<file path="config.mk">
export PLATFORM = sky130hd
export DESIGN_NAME = detector_hit_cluster_builder
export DESIGN_NICKNAME = d
export VERILOG_FILES = /design/src/sv/hcb_pkg.sv /design/src/sv/hcb_div.sv /design/src/sv/detector_hit_cluster_builder.sv
export SDC_FILE = /design/constraint.sdc
export NUM_CORES = 2
export LEC_CHECK = 0
export ABC_AREA = 1
export ABC_CLOCK_PERIOD_IN_PS = 13400
export BUFFER_PORTS_ARGS = -buffer_cell sky130_fd_sc_hd__buf_2
export CELL_PAD_IN_SITES_DETAIL_PLACEMENT = 1
export CELL_PAD_IN_SITES_GLOBAL_PLACEMENT = 1
export CORE_UTILIZATION = 47
export DETAILED_ROUTE_END_ITERATION = 7
export PLACE_DENSITY_LB_ADDON = 0.12
export SETUP_SLACK_MARGIN = 0.05
export SYNTH_ARGS = -nofsm -noshare
export SYNTH_HDL_FRONTEND = slang
export SYNTH_SLANG_ARGS = --single-unit
</file>
<file path="constraint.sdc">
create_clock -name clk -period 13.4 [get_ports clk]
set_input_delay 0.67 -clock clk [delete_from_list [all_inputs] [get_ports clk]]
set_output_delay 0.67 -clock clk [all_outputs]
set_load 0.02 [all_outputs]
</file>
<file path="src/sv/hcb_pkg.sv">
// Shared types, constants and helpers for the detector hit cluster builder.
package hcb_pkg;

  localparam int CHANNELS          = 128;
  localparam int CH_W              = $clog2(CHANNELS);
  localparam int POS_FRACTION_BITS = 8;
  localparam int POS_W             = 15;
  localparam int SUM_W             = 64;
  localparam int ADC_W             = 16;
  localparam int QUO_W             = SUM_W + POS_FRACTION_BITS;
  localparam int PROD_W            = CH_W + ADC_W;
  localparam logic [POS_W-1:0] POS_MAX = '1;

  typedef enum logic [2:0] {
    ST_BELOW = 3'd0,
    ST_BADCH = 3'd1,
    ST_ADDED = 3'd2,
    ST_EVENT = 3'd3,
    ST_ADJ   = 3'd4,
    ST_POS   = 3'd5,
    ST_FLUSH = 3'd6
  } status_t;

  localparam logic [2:0] CFG_THRESHOLD = 3'd0;
  localparam logic [2:0] CFG_WIRE_CNT  = 3'd1;
  localparam logic [2:0] CFG_STRIP_CNT = 3'd2;
  localparam logic [2:0] CFG_WINDOW    = 3'd3;
  localparam logic [2:0] CFG_WEIGHTED  = 3'd4;

  typedef struct packed {
    logic             start;
    logic [SUM_W-1:0] num;
    logic [SUM_W-1:0] den;
  } div_req_t;

  typedef struct packed {
    logic             done;
    logic [POS_W-1:0] pos;
  } div_rsp_t;

  // quotient with fraction bits -> saturated fixed point position
  function automatic logic [POS_W-1:0] fix_pos(input logic [QUO_W-1:0] q);
    logic [QUO_W-1:0] whole;
    whole = q >> POS_FRACTION_BITS;
    if (whole > QUO_W'(POS_MAX >> POS_FRACTION_BITS)) return POS_MAX;
    else if (q > QUO_W'(POS_MAX)) return POS_MAX;
    else return q[POS_W-1:0];
  endfunction

endpackage

</file>
<file path="src/sv/hcb_div.sv">
// Bit-serial restoring divider: one quotient bit per cycle, integer then fraction.
module hcb_div (
  input  logic            clk,
  input  logic            rst_n,
  input  hcb_pkg::div_req_t req,
  output hcb_pkg::div_rsp_t rsp
);
  import hcb_pkg::*;

  localparam int CNT_W = $clog2(QUO_W);

  logic [SUM_W-1:0] rem_r, num_r, den_r;
  logic [QUO_W-1:0] quo_r;
  logic [CNT_W-1:0] cnt_r;
  logic             busy_r, done_r;
  logic [SUM_W:0]   sh, diff;
  logic             take;

  assign sh   = {rem_r, num_r[SUM_W-1]};
  assign diff = sh - {1'b0, den_r};
  assign take = (sh >= {1'b0, den_r});

  always_ff @(posedge clk) begin
    if (!rst_n) begin
      busy_r <= 1'b0;
      done_r <= 1'b0;
    end else begin
      done_r <= 1'b0;
      if (req.start) begin
        busy_r <= 1'b1;
      end else if (busy_r && cnt_r == CNT_W'(QUO_W - 1)) begin
        busy_r <= 1'b0;
        done_r <= 1'b1;
      end
    end
  end

  always_ff @(posedge clk) begin
    if (req.start) begin
      rem_r <= '0;
      num_r <= req.num;
      den_r <= req.den;
      quo_r <= '0;
      cnt_r <= '0;
    end else if (busy_r) begin
      rem_r <= take ? diff[SUM_W-1:0] : sh[SUM_W-1:0];
      num_r <= {num_r[SUM_W-2:0], 1'b0};  // zeros feed the fraction bits
      quo_r <= {quo_r[QUO_W-2:0], take};
      cnt_r <= cnt_r + 1'b1;
    end
  end

  assign rsp.done = done_r;
  assign rsp.pos  = fix_pos(quo_r);

endmodule

</file>
<file path="src/sv/detector_hit_cluster_builder.sv">
// Top level of the detector hit cluster builder: sequencer, cluster state, scan.
//
// Input channel (in_*): one word per readout (op 0) or flush (op 1), taken
// when in_valid is high and in_stall low. in_stall is high while a word is
// being worked on; one word is in flight at a time.
// Result channel (out_*): exactly one word per input word, held in an output
// register until taken (out_valid high, out_stall low). The next input word is
// accepted while a result still waits there.
// Config channel (cfg_*): cfg_ready is always high; index 0 threshold, 1 wire
// channel count, 2 strip channel count, 3 time window, 4 weighted mode.
// Other indexes are ignored. Write only while idle.
// Flow: a readout that is dropped or flagged goes from S_EVAL straight to
// S_DONE; one that joins the cluster passes S_EVAL, S_ACC and S_DONE. The
// next word is taken once the block is back in S_IDLE. A close (late readout
// or flush) runs a contiguity scan over all CHANNELS entries of the hit map,
// then up to two divisions (weighted mode only) on the shared serial divider,
// wire plane first; a late readout then adds its own hit in S_ACC.
// Reset (rst_n low, synchronous) clears the cluster, counters and output, and
// loads the register defaults. A stalled receiver only delays the result.
module detector_hit_cluster_builder (
  input  logic        clk,
  input  logic        rst_n,
  input  logic        in_valid,
  output logic        in_stall,
  input  logic        in_op,
  input  logic [15:0] in_channel,
  input  logic [15:0] in_adc,
  input  logic [31:0] in_clock_req,
  output logic        out_valid,
  input  logic        out_stall,
  output logic [2:0]  out_status,
  output logic [14:0] out_wire_pos,
  output logic        out_wire_pos_valid,
  output logic [14:0] out_strip_pos,
  output logic        out_strip_pos_valid,
  output logic [31:0] out_event_time,
  output logic [31:0] out_events_total,
  output logic [31:0] out_adjacency_rejects_total,
  output logic [31:0] out_position_rejects_total,
  output logic [31:0] out_discarded_total,
  input  logic        cfg_valid,
  output logic        cfg_ready,
  input  logic [2:0]  cfg_index,
  input  logic [31:0] cfg_data
);
  import hcb_pkg::*;

  typedef enum logic [10:0] {
    S_IDLE  = 11'b000_0000_0001,
    S_EVAL  = 11'b000_0000_0010,
    S_ACC   = 11'b000_0000_0100,
    S_SCAN  = 11'b000_0000_1000,
    S_POSW  = 11'b000_0001_0000,
    S_WAITW = 11'b000_0010_0000,
    S_POSS  = 11'b000_0100_0000,
    S_WAITS = 11'b000_1000_0000,
    S_FIN   = 11'b001_0000_0000,
    S_DONE  = 11'b010_0000_0000,
    S_SPARE = 11'b100_0000_0000
  } state_t;

  state_t state_r;

  // configuration
  logic [15:0] thr_r;
  logic [7:0]  wcc_r, scc_r;
  logic [31:0] win_r;
  logic        wavg_r;

  // captured word
  logic              op_r;
  logic [15:0]       ch_r, adc_r;
  logic [31:0]       clk_r;
  logic [PROD_W-1:0] prod_r;

  // cluster state
  logic [CHANNELS-1:0] hit_map_r;
  logic [SUM_W-1:0]    w_wsum_r, w_asum_r, s_wsum_r, s_asum_r;
  logic [ADC_W-1:0]    w_peak_r, s_peak_r;
  logic [CH_W-1:0]     w_pch_r, s_pch_r;
  logic [31:0]         start_r;
  logic                await_r;
  logic [31:0]         ev_cnt_r, adj_cnt_r, pos_cnt_r, disc_cnt_r;

  // scan
  logic [CHANNELS-1:0] scan_r;
  logic [CH_W-1:0]     idx_r;
  logic [1:0]          seen_r, ended_r, bad_r;
  logic [1:0]          seen_nxt, ended_nxt, bad_nxt;
  logic                pl;  // 0 wire, 1 strip
  logic                adj_ok;

  // result under construction
  status_t          res_st_r;
  logic [POS_W-1:0] res_wp_r, res_sp_r;
  logic             res_wv_r, res_sv_r;
  logic [31:0]      res_et_r;

  logic        out_valid_r;
  logic        out_take;

  div_req_t div_req;
  div_rsp_t div_rsp;

  hcb_div u_div (.clk(clk), .rst_n(rst_n), .req(div_req), .rsp(div_rsp));

  // per-word decode
  logic [31:0] start_eff, age;
  logic        is_bad, join_ok, add_wire;
  logic [SUM_W:0] wsum_add, asum_add;
  logic [SUM_W-1:0] acc_wsum, acc_asum, acc_wsat, acc_asat;
  logic [ADC_W-1:0] acc_peak;
  logic [CH_W-1:0]  acc_pch, ch_idx;
  logic             peak_upd;

  assign ch_idx    = ch_r[CH_W-1:0];
  assign start_eff = await_r ? clk_r : start_r;
  assign age       = clk_r - start_eff;
  assign join_ok   = (age < win_r);
  assign is_bad    = ({1'b0, ch_r} >= (17'(wcc_r) + 17'(scc_r))) ||
                     (ch_r >= 16'(CHANNELS));
  assign add_wire  = (ch_r < 16'(wcc_r));

  assign acc_wsum = add_wire ? w_wsum_r : s_wsum_r;
  assign acc_asum = add_wire ? w_asum_r : s_asum_r;
  assign acc_peak = add_wire ? w_peak_r : s_peak_r;
  assign acc_pch  = add_wire ? w_pch_r  : s_pch_r;
  assign wsum_add = {1'b0, acc_wsum} + (SUM_W+1)'(prod_r);
  assign asum_add = {1'b0, acc_asum} + (SUM_W+1)'(adc_r);
  assign acc_wsat = wsum_add[SUM_W] ? '1 : wsum_add[SUM_W-1:0];
  assign acc_asat = asum_add[SUM_W] ? '1 : asum_add[SUM_W-1:0];
  assign peak_upd = (adc_r > acc_peak) ||
                    (adc_r != '0 && adc_r == acc_peak && ch_idx < acc_pch);

  // contiguity tracking per plane
  assign pl = !(16'(idx_r) < 16'(wcc_r));
  always_comb begin
    seen_nxt  = seen_r;
    ended_nxt = ended_r;
    bad_nxt   = bad_r;
    if (scan_r[0]) begin
      if (ended_r[pl]) bad_nxt[pl] = 1'b1;
      seen_nxt[pl] = 1'b1;
    end else if (seen_r[pl]) begin
      ended_nxt[pl] = 1'b1;
    end
  end
  assign adj_ok = seen_r[0] && !bad_r[0] && seen_r[1] && !bad_r[1];

  always_comb begin
    div_req.start = 1'b0;
    div_req.num   = w_wsum_r;
    div_req.den   = w_asum_r;
    if (state_r == S_POSW) begin
      div_req.start = adj_ok && wavg_r && (w_asum_r != '0);
    end else if (state_r == S_POSS) begin
      div_req.num   = s_wsum_r;
      div_req.den   = s_asum_r;
      div_req.start = wavg_r && (s_asum_r != '0);
    end
  end

  assign in_stall  = (state_r != S_IDLE);
  assign cfg_ready = 1'b1;
  assign out_take  = out_valid_r && !out_stall;
  assign out_valid = out_valid_r;

  // control and cluster state
  always_ff @(posedge clk) begin
    if (!rst_n) begin
      state_r     <= S_IDLE;
      thr_r       <= '0;
      wcc_r       <= 8'd64;
      scc_r       <= 8'd64;
      win_r       <= 32'd100;
      wavg_r      <= 1'b1;
      hit_map_r   <= '0;
      w_wsum_r    <= '0;
      w_asum_r    <= '0;
      s_wsum_r    <= '0;
      s_asum_r    <= '0;
      w_peak_r    <= '0;
      s_peak_r    <= '0;
      w_pch_r     <= '0;
      s_pch_r     <= '0;
      start_r     <= '0;
      await_r     <= 1'b1;
      ev_cnt_r    <= '0;
      adj_cnt_r   <= '0;
      pos_cnt_r   <= '0;
      disc_cnt_r  <= '0;
      out_valid_r <= 1'b0;
    end else begin
      if (cfg_valid) begin
        unique case (cfg_index)
          CFG_THRESHOLD: thr_r  <= cfg_data[15:0];
          CFG_WIRE_CNT:  wcc_r  <= cfg_data[7:0];
          CFG_STRIP_CNT: scc_r  <= cfg_data[7:0];
          CFG_WINDOW:    win_r  <= cfg_data;
          CFG_WEIGHTED:  wavg_r <= cfg_data[0];
          default: ;
        endcase
      end
      // in S_DONE the output register is reloaded below
      if (out_take && state_r != S_DONE) out_valid_r <= 1'b0;

      unique case (state_r)
        S_IDLE: begin
          if (in_valid) state_r <= S_EVAL;
        end
        S_EVAL: begin
          if (op_r) begin
            state_r <= S_SCAN;
          end else if (adc_r < thr_r) begin
            disc_cnt_r <= disc_cnt_r + 1'b1;
            state_r    <= S_DONE;
          end else if (is_bad) begin
            state_r <= S_DONE;
          end else begin
            start_r <= start_eff;
            await_r <= 1'b0;
            state_r <= join_ok ? S_ACC : S_SCAN;
          end
        end
        S_ACC: begin
          hit_map_r[ch_idx] <= 1'b1;
          if (add_wire) begin
            w_wsum_r <= acc_wsat;
            w_asum_r <= acc_asat;
            if (peak_upd) begin
              w_peak_r <= adc_r;
              w_pch_r  <= ch_idx;
            end
          end else begin
            s_wsum_r <= acc_wsat;
            s_asum_r <= acc_asat;
            if (peak_upd) begin
              s_peak_r <= adc_r;
              s_pch_r  <= ch_idx;
            end
          end
          state_r <= S_DONE;
        end
        S_SCAN: begin
          if (idx_r == CH_W'(CHANNELS - 1)) state_r <= S_POSW;
        end
        S_POSW: begin
          if (!adj_ok) state_r <= S_FIN;
          else if (div_req.start) state_r <= S_WAITW;
          else state_r <= S_POSS;
        end
        S_WAITW: begin
          if (div_rsp.done) state_r <= S_POSS;
        end
        S_POSS: begin
          state_r <= div_req.start ? S_WAITS : S_FIN;
        end
        S_WAITS: begin
          if (div_rsp.done) state_r <= S_FIN;
        end
        S_FIN: begin
          if (!adj_ok) adj_cnt_r <= adj_cnt_r + 1'b1;
          else if (!res_wv_r && !res_sv_r) pos_cnt_r <= pos_cnt_r + 1'b1;
          else ev_cnt_r <= ev_cnt_r + 1'b1;
          hit_map_r <= '0;
          w_wsum_r  <= '0;
          w_asum_r  <= '0;
          s_wsum_r  <= '0;
          s_asum_r  <= '0;
          w_peak_r  <= '0;
          s_peak_r  <= '0;
          w_pch_r   <= '0;
          s_pch_r   <= '0;
          if (op_r) begin
            start_r <= '0;
            await_r <= 1'b1;
            state_r <= S_DONE;
          end else begin
            start_r <= clk_r;
            state_r <= S_ACC;  // late readout opens the next cluster
          end
        end
        S_DONE: begin
          if (!out_valid_r || !out_stall) begin
            out_valid_r <= 1'b1;
            state_r     <= S_IDLE;
          end
        end
        default: state_r <= S_IDLE;
      endcase
    end
  end

  // payload: captured word, scan, result assembly, output word
  always_ff @(posedge clk) begin
    unique case (state_r)
      S_IDLE: begin
        op_r  <= in_op;
        ch_r  <= in_channel;
        adc_r <= in_adc;
        clk_r <= in_clock_req;
      end
      S_EVAL: begin
        prod_r   <= PROD_W'(ch_idx) * PROD_W'(adc_r);
        scan_r   <= hit_map_r;
        idx_r    <= '0;
        seen_r   <= '0;
        ended_r  <= '0;
        bad_r    <= '0;
        res_wp_r <= '0;
        res_sp_r <= '0;
        res_wv_r <= 1'b0;
        res_sv_r <= 1'b0;
        res_et_r <= '0;
        if (op_r) res_st_r <= ST_FLUSH;
        else if (adc_r < thr_r) res_st_r <= ST_BELOW;
        else if (is_bad) res_st_r <= ST_BADCH;
        else res_st_r <= ST_ADDED;
      end
      S_SCAN: begin
        scan_r  <= scan_r >> 1;
        idx_r   <= idx_r + 1'b1;
        seen_r  <= seen_nxt;
        ended_r <= ended_nxt;
        bad_r   <= bad_nxt;
      end
      S_POSW: begin
        if (adj_ok && !wavg_r && w_peak_r != '0) begin
          res_wp_r <= fix_pos(QUO_W'(w_pch_r) << POS_FRACTION_BITS);
          res_wv_r <= 1'b1;
        end
      end
      S_WAITW: begin
        if (div_rsp.done) begin
          res_wp_r <= div_rsp.pos;
          res_wv_r <= 1'b1;
        end
      end
      S_POSS: begin
        if (!wavg_r && s_peak_r != '0) begin
          res_sp_r <= fix_pos(QUO_W'(s_pch_r) << POS_FRACTION_BITS);
          res_sv_r <= 1'b1;
        end
      end
      S_WAITS: begin
        if (div_rsp.done) begin
          res_sp_r <= div_rsp.pos;
          res_sv_r <= 1'b1;
        end
      end
      S_FIN: begin
        res_et_r <= start_r;
        if (!adj_ok) res_st_r <= op_r ? ST_FLUSH : ST_ADJ;
        else if (!res_wv_r && !res_sv_r) res_st_r <= op_r ? ST_FLUSH : ST_POS;
        else res_st_r <= ST_EVENT;
      end
      S_DONE: begin
        if (!out_valid_r || !out_stall) begin
          out_status                  <= res_st_r;
          out_wire_pos                <= res_wp_r;
          out_wire_pos_valid          <= res_wv_r;
          out_strip_pos               <= res_sp_r;
          out_strip_pos_valid         <= res_sv_r;
          out_event_time              <= res_et_r;
          out_events_total            <= ev_cnt_r;
          out_adjacency_rejects_total <= adj_cnt_r;
          out_position_rejects_total  <= pos_cnt_r;
          out_discarded_total         <= disc_cnt_r;
        end
      end
      default: ;
    endcase
  end

endmodule

</file>
==> metrics.md <==
| Metric | Value |
|---|---|
| Worst vdd ir | `0.0004444 V` |
| Congestion Overflow GR | `0` |
| Data required, critical path | `14.02 ns` |
| Fin crit share | `58.29%` |
| Outcome | `complete, no violations` |
| I/O Buffers | `301` |
| Core Area | `159100 um2` |
| Drt total wl | `265900 um` |
| Crit-path max FO | `102` |
| Main area contributors after synthesis | `edfxtp_1 (25%), dfxtp_1 (21%), nand2_1 (11%), inv_1 (6.0%), a21oi_1 (5.8%)` |
| FF-to-FF End | `w_asum_r[16]` |
| Initial Util | `47.57%` |
| HP Start | `in_clock_req[14]` |
| RSZ-0062 raised after global routing | `no` |
| Final cell count without fillers | `12130` |
| Post-synthesis cell count | `9704` |
| Total track usage | `32.05%` |
| Root buf cell | `clkbuf_16` |
| Avg Synthesized Cell Area | `7.800 um2` |
| Die area | `162700 um2` |
| Vias in the first global route | `70680` |
| Cell row count | `146` |
| Endpoints failing setup | `0` |
| Relative slew margins | `1.364%` |
| Hold Path Sink | `clk_r[14]` |
| Placed Cells incl. Taps | `11800` |
| Hold depth | `1` |
| Most frequent cells in the layout | `nand2_1 (2200), inv_1 (1218), a21oi_1 (878)` |
| Via count | `68630` |
| Clk_lat worst skew | `0.83 ns` |
| WL/cell | `21.92 um` |
| H-tree levels | `4` |
| Max Cap Viol | `0` |
| Ports | `303` |
| Mapped Nets | `10160` |
| Placed Area | `78990 um2` |
| Final Slew Violations | `0` |
| Final Hold Fails | `0` |
| Antenna Nets Post-Route | `0` |
| Clock network power share | `29.6%` |
| Leak | `34.21 nW` |
| Drt pass-1 iters | `6` |
| TritonCTS buffer count | `159` |
| Post-synth top area cell | `edfxtp_1` |
| Worst R2R Path Depth | `20` |
| Switching Share | `37.36%` |
| Setup Buffers After CTS | `0` |
| Final Cell Area | `84820 um2` |
| Clock Sinks | `1431` |
| First-pass GRT wire length | `408800 um` |
| Slowest cell delay on critical path | `0.84 ns` |
| Post-DP HPWL | `187100 um` |
| Die Height | `403.3 um` |
| # nets final | `10300` |
| Worst hold path class | `primary input to flip-flop` |
| Via density per instance | `5.659` |
| Netlist cell types | `60` |
| Register-to-register setup slack | `5.59 ns` |
| Clk buf depth | `3` |
| CTS tree | `built` |
| Sequential area share after synthesis | `46.03%` |
| Slowest CP cell | `edfxtp_1` |
| Largest net degree at the start of global routing | `191` |
| CP Cell Sequence | `ha_1, nand2_1, nand2_1, nand3_1, nand2_1, nor2_8, nand2_8, inv_1, o21ai_0, ha_1, fa_1, a31oi_1, o21ai_0, a21oi_1, nor2_2, nand3b_1, buf_4, o21ai_0, nand3_1, a21oi_1` |
| Die Wd | `403.3 um` |
| Pwr dens | `186.7 nW/um2` |
| CP startpoint kind | `flip-flop` |
| CP arrival | `8.43 ns` |
| Commonest non-fill, non-tap cell in the layout | `nand2_1` |
| Worst r2r src | `ch_r[5]` |
| Yosys warnings | `0` |
| P_int | `0.009918 W` |
| Ys async rst share | `0%` |
| # hold bufs at CTS | `23` |
| P&R area growth vs syn | `12.06%` |
| First DRT Iteration DRCs | `5068` |
| Reg clk slew, reported paths | `0.06 ns` |
| Critical Path Sink Type | `flip-flop` |
| Switch Pwr | `0.005915 W` |
| Post-synth top flop | `dfxtp_1` |
| Setup TNS | `0 ns` |
| Synth top area share | `24.56%` |
| Worst-margin pin slew | `1.480 ns` |
| FF+latch count, synth | `1431` |
| Peak Freq | `128.0 MHz` |
| CP Class | `flip-flop to flip-flop` |
| Share of layout cells above drive strength 1 | `7.355%` |
| Fin crit period | `7.810 ns` |
| Post-synth EDFFs | `619` |
| Final Wtd Congestion | `0.9424` |
| Post-cts gate resize count | `0` |
| Comb pwr share | `37.5%` |
| Final Skew | `0.04523 ns` |
| Drt drc | `0` |
| Mapped Area | `75690 um2` |
| Sequential Power Share | `32.8%` |
| Initial antenna violation count | `11` |
-- registers in the layout, summed over array words and instances, names as in the netlist, 64 cells and up --
name	count
u_div.quo_r	72
w_asum_r	64
u_div.num_r	64
hit_map_r	128
s_asum_r	64
scan_r	128
w_wsum_r	64
s_wsum_r	64
u_div.den_r	64
u_div.rem_r	64
-- stage by stage --
step	util [%]	worst slack (ns)	hold WS [ns]	total power [W]
floorplan	-	2.301	0.4003	0.009501
global placement	49.65	6.003	0.4019	0.01098
detailed placement	49.65	5.802	0.4062	0.01121
CTS	53.30	5.764	0.001804	0.01593
global route	53.31	5.055	0.01268	0.01686
finish	53.31	5.590	0.04432	0.01583
-- synth_stat cells, types with 118 or more instances --
library cell	instances
nor3_1	118
o21ai_0	761
nand3_1	741
nor2_1	747
nand4_1	135
dfxtp_1	812
nand2_1	2212
inv_1	1220
clkbuf_1	328
xor2_1	119
a21oi_1	879
ha_1	280
edfxtp_1	619
-- power groups by stage --
stage                     Combinational [W]  Clock, W  Sequential [W]
after global routing                0.00673   0.00491         0.00522
after floorplan                     0.00427         0         0.00524
after CTS                           0.00597   0.00476         0.00520
final                               0.00594   0.00469         0.00520
after detailed placement            0.00592         0         0.00529
after global placement              0.00569         0         0.00528
-- metal layers --
layer,share of wire [%],GRT usage [%]
met5,0.014,0
met4,4.0,12.47
met3,4.8,4.198
met2,48,54.92
met1,43,40.89
-- cell families after synthesis --
group                    after synthesis  synth area share, %
buffers and inverters               1673                8.534
multiplexers                           7              0.09257
adder cells (fa/ha/maj)              354                6.585
other                                  1             0.004954
AND/OR/NAND/NOR                     4094                22.86
flip-flops                          1431                46.03
AO/OA/AOI/OAI                       1959                13.75
XOR/XNOR                             185                2.141
-- how the worst max path moves through the flow --
stage                                                 to        from  cells after the start  slack (ns)
after detailed placement                    w_asum_r[16]     ch_r[5]                     20        5.80
after CTS                                   w_asum_r[16]     ch_r[5]                     20        5.76
after global placement                      w_asum_r[13]     ch_r[5]                     20        6.00
final                                       w_asum_r[16]     ch_r[5]                     20        5.59
after floorplan           out_adjacency_rejects_total[0]  state_r[6]                      5        2.30
after global routing                        w_asum_r[16]     ch_r[5]                     20        5.05
-- layout make-up --
| class | instances | area [um2] |
|---|---|---|
| multi-input cells | 6600 | 34600 |
| clock inverters | 83 | 1271 |
| well taps | 2146 | 2685 |
| repair buffers | 409 | 2406 |
| diodes | 3 | 7.507 |
| clock buffers | 216 | 4314 |
| flip-flops and latches | 1431 | 34840 |
| fillers | 19500 | 74290 |
| inverters | 1241 | 4690 |
-- critical path, delay by kind of cell, from the launching register on --
| kind | cells | cell delay [ns] |
|---|---|---|
| and+or+nand+nor | 9 | 2.39 |
| adders and majority gates | 3 | 1.05 |
| buffers and inverters | 2 | 1.58 |
| DFF | 1 | 0.84 |
| AOI/OAI and AO/OA | 6 | 1.52 |
No activity file was read; power rests on OpenSTA's default activity.
